**src/design/lfu_cache_table_core_defines.svh**
```systemverilog
// Assertion macros for the LFU cache table
`ifndef LFU_CACHE_TABLE_CORE_DEFINES_SVH
`define LFU_CACHE_TABLE_CORE_DEFINES_SVH
// implication assertion, reset-qualified
`define LFU_ASSERT_IMP(label, ante, cons, msg) \
    label: assert property (@(posedge clk) disable iff (!rst_n) (ante) |-> (cons)) \
        else $error(msg);
// next-cycle implication assertion, reset-qualified
`define LFU_ASSERT_NEXT(label, ante, cons, msg) \
    label: assert property (@(posedge clk) disable iff (!rst_n) (ante) |=> (cons)) \
        else $error(msg);
`endif

```
**src/design/lfu_pkg.sv**
```systemverilog
// ----------------------------------------------------------------------------
// lfu_pkg
// Shared types and constants for the LFU cache table.
// ----------------------------------------------------------------------------
package lfu_pkg;
    localparam int Capacity  = 16;
    localparam int IdxBits   = $clog2(Capacity);
    localparam int CountBits = 16;
    localparam int CapBits   = 5;

    localparam logic OP_GET = 1'b0;
    localparam logic OP_PUT = 1'b1;

    typedef logic [IdxBits-1:0]   idx_t;
    typedef logic [CountBits-1:0] count_t;
    typedef logic [IdxBits:0]     cnt_t;

    typedef struct packed {
        logic        operation;
        logic [31:0] lookup_key;
        logic [31:0] write_value;
    } req_t;

    typedef struct packed {
        logic        hit;
        logic [31:0] read_value;
        logic        evicted;
        logic [31:0] evicted_key;
    } rsp_t;

    // controller -> datapath
    typedef struct packed {
        logic load;     // capture request, clear scan state
        logic scan;     // examine entry scan_idx
        logic commit;   // apply the update, build the result
        logic flush;    // invalidate every entry
        idx_t scan_idx;
    } dp_cmd_t;
endpackage

```
**src/design/lfu_datapath.sv**
```systemverilog
// ----------------------------------------------------------------------------
// lfu_datapath
// Entry storage, scan registers for match/free/victim, and the update step.
// ----------------------------------------------------------------------------
module lfu_datapath (
    input  logic               clk,
    input  logic               rst_n,
    input  lfu_pkg::dp_cmd_t   cmd,
    input  lfu_pkg::req_t      req,
    input  lfu_pkg::cnt_t      cap,
    output lfu_pkg::rsp_t      rsp
);
    localparam int N = lfu_pkg::Capacity;

    logic [N-1:0]         valid_reg;
    logic [31:0]          key_reg   [N];
    logic [31:0]          value_reg [N];
    lfu_pkg::count_t      count_reg [N];
    lfu_pkg::idx_t        age_reg   [N];

    lfu_pkg::req_t        req_reg;
    logic                 hit_reg, free_reg, vic_reg;
    lfu_pkg::idx_t        hidx_reg, fidx_reg, vidx_reg;
    lfu_pkg::cnt_t        used_reg;

    logic                 in_range;
    lfu_pkg::idx_t        si;
    lfu_pkg::idx_t        tgt;
    logic                 need_ev;
    logic                 do_ins;

    assign si       = cmd.scan_idx;
    assign in_range = ({1'b0, si} < cap);

    // pick the slot touched or written at commit
    always_comb
    begin
        need_ev = !hit_reg && (used_reg >= cap || !free_reg);
        do_ins  = !hit_reg && req_reg.operation == lfu_pkg::OP_PUT && cap != '0;
        if (hit_reg)
            tgt = hidx_reg;
        else if (need_ev)
            tgt = vidx_reg;
        else
            tgt = fidx_reg;
    end

    // scan state: one entry per cycle
    always_ff @(posedge clk or negedge rst_n)
    begin
        if (!rst_n)
        begin
            hit_reg  <= 1'b0;
            free_reg <= 1'b0;
            vic_reg  <= 1'b0;
            used_reg <= '0;
            hidx_reg <= '0;
            fidx_reg <= '0;
            vidx_reg <= '0;
        end
        else if (cmd.load)
        begin
            hit_reg  <= 1'b0;
            free_reg <= 1'b0;
            vic_reg  <= 1'b0;
            used_reg <= '0;
        end
        else if (cmd.scan && in_range)
        begin
            if (valid_reg[si])
            begin
                used_reg <= used_reg + 1'b1;
                if (!hit_reg && key_reg[si] == req_reg.lookup_key)
                begin
                    hit_reg  <= 1'b1;
                    hidx_reg <= si;
                end
                if (!vic_reg || count_reg[si] < count_reg[vidx_reg] ||
                    (count_reg[si] == count_reg[vidx_reg] &&
                     age_reg[si] > age_reg[vidx_reg]))
                begin
                    vic_reg  <= 1'b1;
                    vidx_reg <= si;
                end
            end
            else if (!free_reg)
            begin
                free_reg <= 1'b1;
                fidx_reg <= si;
            end
        end
    end

    // capture the request
    always_ff @(posedge clk)
    begin
        if (cmd.load)
            req_reg <= req;
    end

    // valid bits
    always_ff @(posedge clk or negedge rst_n)
    begin
        if (!rst_n)
            valid_reg <= '0;
        else if (cmd.flush)
            valid_reg <= '0;
        else if (cmd.commit && do_ins)
            valid_reg[tgt] <= 1'b1;
    end

    // apply the update: ages of all entries, then the target entry
    always_ff @(posedge clk)
    begin
        if (cmd.commit && cap != '0)
        begin
            for (int j = 0; j < N; j++)
            begin
                if (valid_reg[j] && lfu_pkg::idx_t'(j) != tgt)
                begin
                    if (hit_reg)
                    begin
                        if (age_reg[j] < age_reg[tgt])
                            age_reg[j] <= age_reg[j] + 1'b1;
                    end
                    else if (req_reg.operation == lfu_pkg::OP_PUT)
                    begin
                        // evicted entry drops out; older ones close the gap
                        if (!(need_ev && age_reg[j] > age_reg[tgt]))
                            age_reg[j] <= age_reg[j] + 1'b1;
                    end
                end
            end
            if (hit_reg)
            begin
                age_reg[tgt] <= '0;
                if (count_reg[tgt] != '1)
                    count_reg[tgt] <= count_reg[tgt] + 1'b1;
                if (req_reg.operation == lfu_pkg::OP_PUT)
                    value_reg[tgt] <= req_reg.write_value;
            end
            else if (do_ins)
            begin
                age_reg[tgt]   <= '0;
                count_reg[tgt] <= lfu_pkg::count_t'(1);
                key_reg[tgt]   <= req_reg.lookup_key;
                value_reg[tgt] <= req_reg.write_value;
            end
        end
    end

    // result register
    always_ff @(posedge clk)
    begin
        if (cmd.commit)
        begin
            rsp.hit         <= hit_reg;
            rsp.read_value  <= (hit_reg && req_reg.operation == lfu_pkg::OP_GET)
                               ? value_reg[hidx_reg] : 32'd0;
            rsp.evicted     <= do_ins && need_ev;
            rsp.evicted_key <= (do_ins && need_ev) ? key_reg[vidx_reg] : 32'd0;
        end
    end
endmodule

```
**src/design/lfu_ctrl.sv**
```systemverilog
// ----------------------------------------------------------------------------
// lfu_ctrl
// Sequencer: load, scan every slot, commit, report.
// ----------------------------------------------------------------------------
module lfu_ctrl (
    input  logic             clk,
    input  logic             rst_n,
    input  logic             start,
    input  logic             cfg_we,
    output logic             busy,
    output logic             done,
    output lfu_pkg::dp_cmd_t cmd
);
    typedef enum logic [3:0] {
        ST_IDLE   = 4'b0001,
        ST_SCAN   = 4'b0010,
        ST_COMMIT = 4'b0100,
        ST_DONE   = 4'b1000
    } state_t;

    state_t        state_reg, state_next;
    lfu_pkg::idx_t idx_reg, idx_next;

    // next state
    always_comb
    begin
        state_next = state_reg;
        idx_next   = idx_reg;
        unique case (state_reg)
            ST_IDLE:
            begin
                idx_next = '0;
                if (start)
                    state_next = ST_SCAN;
            end
            ST_SCAN:
            begin
                idx_next = idx_reg + 1'b1;
                if (idx_reg == lfu_pkg::idx_t'(lfu_pkg::Capacity - 1))
                    state_next = ST_COMMIT;
            end
            ST_COMMIT: state_next = ST_DONE;
            ST_DONE:   state_next = ST_IDLE;
            default:   state_next = ST_IDLE;
        endcase
    end

    always_ff @(posedge clk or negedge rst_n)
    begin
        if (!rst_n)
        begin
            state_reg <= ST_IDLE;
            idx_reg   <= '0;
        end
        else
        begin
            state_reg <= state_next;
            idx_reg   <= idx_next;
        end
    end

    assign busy         = (state_reg != ST_IDLE);
    assign done         = (state_reg == ST_DONE);
    assign cmd.load     = (state_reg == ST_IDLE) && start;
    assign cmd.scan     = (state_reg == ST_SCAN);
    assign cmd.commit   = (state_reg == ST_COMMIT);
    assign cmd.flush    = cfg_we;
    assign cmd.scan_idx = idx_reg;
endmodule

```
**src/design/lfu_cache_table_core.sv**
```systemverilog
// ----------------------------------------------------------------------------
// lfu_cache_table_core
// LFU key/value table with LRU tie-break, one operation at a time.
//
//   channel  signals                      handshake
//   request  start, busy, req             taken when start & !busy
//   result   done, rsp                    one-cycle strobe, no stall
//   config   cfg_we, cfg_data             taken when cfg_we
//
// Each item runs through a load, a scan of every slot in turn through the
// shared compare unit, commit, then the result strobe. busy stays high
// from acceptance through the strobe. Reset empties the table and sets the
// capacity to 16; a capacity write also empties it.
// ----------------------------------------------------------------------------
`include "lfu_cache_table_core_defines.svh"
module lfu_cache_table_core (
    input  logic                          clk,
    input  logic                          rst_n,
    input  logic                          start,
    input  lfu_pkg::req_t                 req,
    output logic                          busy,
    output logic                          done,
    output lfu_pkg::rsp_t                 rsp,
    input  logic                          cfg_we,
    input  logic [lfu_pkg::CapBits-1:0]   cfg_data
);
    logic [lfu_pkg::CapBits-1:0] cap_reg;
    lfu_pkg::cnt_t               cap_eff;
    lfu_pkg::dp_cmd_t            cmd;

    // hold the capacity register
    always_ff @(posedge clk or negedge rst_n)
    begin
        if (!rst_n)
            cap_reg <= lfu_pkg::CapBits'(lfu_pkg::Capacity);
        else if (cfg_we)
            cap_reg <= cfg_data;
    end

    // clamp to the physical size
    assign cap_eff = (cap_reg > lfu_pkg::CapBits'(lfu_pkg::Capacity))
                     ? lfu_pkg::cnt_t'(lfu_pkg::Capacity)
                     : lfu_pkg::cnt_t'(cap_reg);

    lfu_ctrl u_ctrl (
        .clk    (clk),
        .rst_n  (rst_n),
        .start  (start),
        .cfg_we (cfg_we),
        .busy   (busy),
        .done   (done),
        .cmd    (cmd)
    );

    lfu_datapath u_dp (
        .clk   (clk),
        .rst_n (rst_n),
        .cmd   (cmd),
        .req   (req),
        .cap   (cap_eff),
        .rsp   (rsp)
    );

    `LFU_ASSERT_IMP(a_done_busy, done, busy, "done without busy")
    `LFU_ASSERT_NEXT(a_done_idle, done, !busy, "busy after done")
    `LFU_ASSERT_IMP(a_evict_miss, done && rsp.evicted, !rsp.hit, "evict on hit")
endmodule
```
**config.mk**
```make
export PLATFORM = sky130hd
export DESIGN_NAME = lfu_cache_table_core
export DESIGN_NICKNAME = d
export VERILOG_FILES = /design/src/design/lfu_pkg.sv /design/src/design/lfu_datapath.sv /design/src/design/lfu_ctrl.sv /design/src/design/lfu_cache_table_core.sv
export VERILOG_INCLUDE_DIRS = /design/src /design/src/design
export SDC_FILE = /design/constraint.sdc
export NUM_CORES = 2
export LEC_CHECK = 0
export BUFFER_PORTS_ARGS = -buffer_cell sky130_fd_sc_hd__buf_2
export CORE_MARGIN = 2
export CORE_UTILIZATION = 57
export CTS_CLUSTER_SIZE = 25
export DETAILED_ROUTE_END_ITERATION = 8
export GPL_TIMING_DRIVEN = 0
export PLACE_DENSITY = 0.76
export SETUP_SLACK_MARGIN = 0.2
export SYNTH_ARGS = -nofsm -noshare
export SYNTH_HDL_FRONTEND = slang
export SYNTH_HIERARCHICAL = 1
export SYNTH_SLANG_ARGS = --single-unit
```
**constraint.sdc**
```tcl
create_clock -name clk -period 11.4 [get_ports clk]
set_clock_uncertainty 0.15 [all_clocks]
set_input_delay 1.14 -clock clk [delete_from_list [all_inputs] [get_ports clk]]
set_output_delay 1.14 -clock clk [all_outputs]
set_load 0.02 [all_outputs]
```
==> run metrics <==
die area 126,000 sq um; clk_lat worst skew 0.82 ns; post-synth top area share 60.4%; root buffer cell clkbuf_16; Tot Pwr 13.9 mW; failing checks max-capacitance violations, max-slew violations; final hold viol count 0; status finished with violations; GP Congestion 0.952; max_cap viols 1; ANT cells 0; maximum vdd drop 0.168 mV; vias in the first global route 43,135; grt total ovfl 0; Vias/cell 7.35; area of the multi-input gates 24,300 sq um; Min-Delay Path Class flip-flop to flip-flop; initial antenna violation count 3; R2R depth 19; Crit path max-delay family buffers and inverters; top-count cell post-synth edfxtp_1; crit path launch u_ctrl/idx_reg[1]; Clock H-tree levels 4; CP required 11.96 ns; dpl hpwl 138 mm; RSZ-0062 raised after global routing false; global-route wire length before repair 306 mm; DRT antenna net count 0; Setup crit end kind flip-flop; Clock Path Buffers 3; ys flop type edfxtp_1; worst r2r src u_ctrl/idx_reg[1]; R2R Setup Slk 2.73 ns; Seq/Total Area, Yosys 64.0%; CTS tree done; worst-margin pin slew 1.51 ns; Post-synth EDFFs 1,411; clk sinks 1,524; Mapped Avg Cell Area 18.7 sq um; Reg-to-Reg End u_dp/vidx_reg[3]; Die H 355 um; Final Cycle Share 76.1%; cell taking the most area after synthesis edfxtp_1; GRT Util Overall 34.4%; crit start category flip-flop; CTS Buf Count 155; cells along the critical path clkbuf_1 > buf_1 > buf_1 > clkbuf_1 > clkbuf_1 > mux4_2 > mux4_2 > ha_1 > nand3_1 > o22ai_1 > o21ai_0 > nand2b_1 > a21oi_1 > nor2b_1 > o21ai_0 > nand2b_1 > a221oi_1 > o21ai_0 > mux2_2; Async S/R FF share, synth 3.22%; LEAKAGE 24.7 nW; fin. max-slew vios 11; Finished Layout Cells 5,889; Yosys warnings 6; I/O pin total 142; row count 128; Mapped Nets 3,944; register area 44,900 sq um; wire per inst 36.5 um; number of remaining DRC errors 0; share of post-route cells with drive strength above 1 29.4%; Area Growth Syn to Fin 13.4%; width of the die 355 um; Starting Density 57.5%; Nets 4,320; Mapped Cells 3,759; clock transition at the registers of the reported paths 0.06 ns; slowest CP cell buf_1; Setup Buffers After CTS 0; final WL 215 mm; Crit. path cell count 19; Max Clock Freq 0.115 GHz; setup_tns 0 ns; Setup violations, final 0; unique cell type count in the Yosys netlist 81; Yosys reg bits 1,524; slew margin rel. -0.946%; number of fill cells 7,871; largest net degree at the start of global routing 50; post_cts resized 0; arrival time worst endpoint 9.23 ns; minimum clock period 8.67 ns; Post-CTS Hold Buffers 0; Max Fanout on Critical Path 10; Power Density 174 nW/um^2; Area contributors post-synth edfxtp_1 (60%), mux4_2 (22%), ha_1 (2.0%); synth cell count leaders edfxtp_1 (1,411), mux4_2 (685), nor2_1 (175), nand2_1 (152), clkbuf_1 (140); Core Box Area 122,000 sq um; DRT iter0 DRCs 7,629; Placed Instances 5,601; CP endpoint u_dp/vidx_reg[3]; drt first pass iters 8; Syn Std Cell Area 70,200 sq um; input/output buffers 141; Bufs and invs on worst path 5; Setup CP Type flip-flop to flip-flop; slowest stage delay, CP 1.05 ns; Via Count 43,286
[cell type report]
cell class | count | area share (%)
Timing Repair Buffer | 219 | 2.52
Inverter | 53 | 0.266
Clock buffer | 201 | 5.21
Sequential cell | 1524 | 56.4
Tap cell | 1625 | 2.55
Buffer | 265 | 1.46
Multi-Input combinational cell | 1917 | 30.5
Clock inverter | 85 | 1.10
[worst min-delay path by stage]
stage                     cells after the start    startpoint  slack (ns)               end
after floorplan                               0  u_dp/hit_reg        0.27      u_dp/rsp[65]
after global placement                        0  u_dp/hit_reg        0.28      u_dp/rsp[65]
after detailed placement                      0  u_dp/hit_reg        0.30      u_dp/rsp[65]
after CTS                                     1       req[23]        0.31  u_dp/req_reg[23]
after global routing                          0  u_dp/hit_reg        0.32      u_dp/rsp[65]
final                                         0  u_dp/hit_reg        0.32      u_dp/rsp[65]
[layout by cell type (no fill, tap or decap), types with 53 or more instances in the layout]
cell type | Yosys | routed
edfxtp_1 | 1411 | 1411
mux4_2 | 685 | 685
clkbuf_1 | 140 | 178
buf_2 | 20 | 163
clkbuf_16 | 0 | 158
nand2_1 | 152 | 152
nor2_1 | 175 | 143
ha_1 | 111 | 111
nor2b_1 | 93 | 93
buf_1 | 88 | 79
and3_1 | 69 | 69
dfxtp_1 | 64 | 64
xnor2_1 | 53 | 53
[where the power goes]
part           internal [mW]  switching, mW  leakage, nW
logic                  0.829           1.31         8.46
clock network           2.82           2.20         2.42
registers               6.50          0.202         13.9
total                   10.2           3.71         24.7
[per-layer routing]
metal | global-route usage (%) | routed length, um | part of all wire, % | vias up
met5 | 0 | 35 | 0.016 | -
met2 | 52.0 | 98100 | 46 | 3898
met1 | 45.5 | 72400 | 34 | 22071
li1 | - | - | - | 16461
met4 | 17.1 | 13100 | 6.1 | 6
met3 | 11.3 | 31400 | 15 | 850
[per-stage QoR]
step           worst slack (ns)  cell area [sq um]  utilization, %  hold WS (ns)
2_1_floorplan              3.27              70200               -         0.273
3_3_place_gp              -4.81              72900            59.7         0.280
3_5_place_dp               3.19              74500            61.1         0.299
4_1_cts                    3.21              79600            65.2         0.309
5_1_grt                    2.84              79600            65.2         0.319
6_report                   2.73              79600            65.2         0.319
[cells by family (layout without fill, tap and decap cells)]
family | Yosys count | after routing | share of synthesized area (%)
AO/OA/AOI/OAI | 305 | 305 | 3.16
XOR/XNOR | 92 | 92 | 1.15
adder cells (fa/ha/maj) | 111 | 111 | 1.98
buffers and inverters | 318 | 823 | 1.94
flip-flops | 1524 | 1524 | 64.0
multiplexers | 756 | 756 | 23.0
AND/OR/NAND/NOR | 653 | 653 | 4.76
No activity file was read; power rests on OpenSTA's default activity.
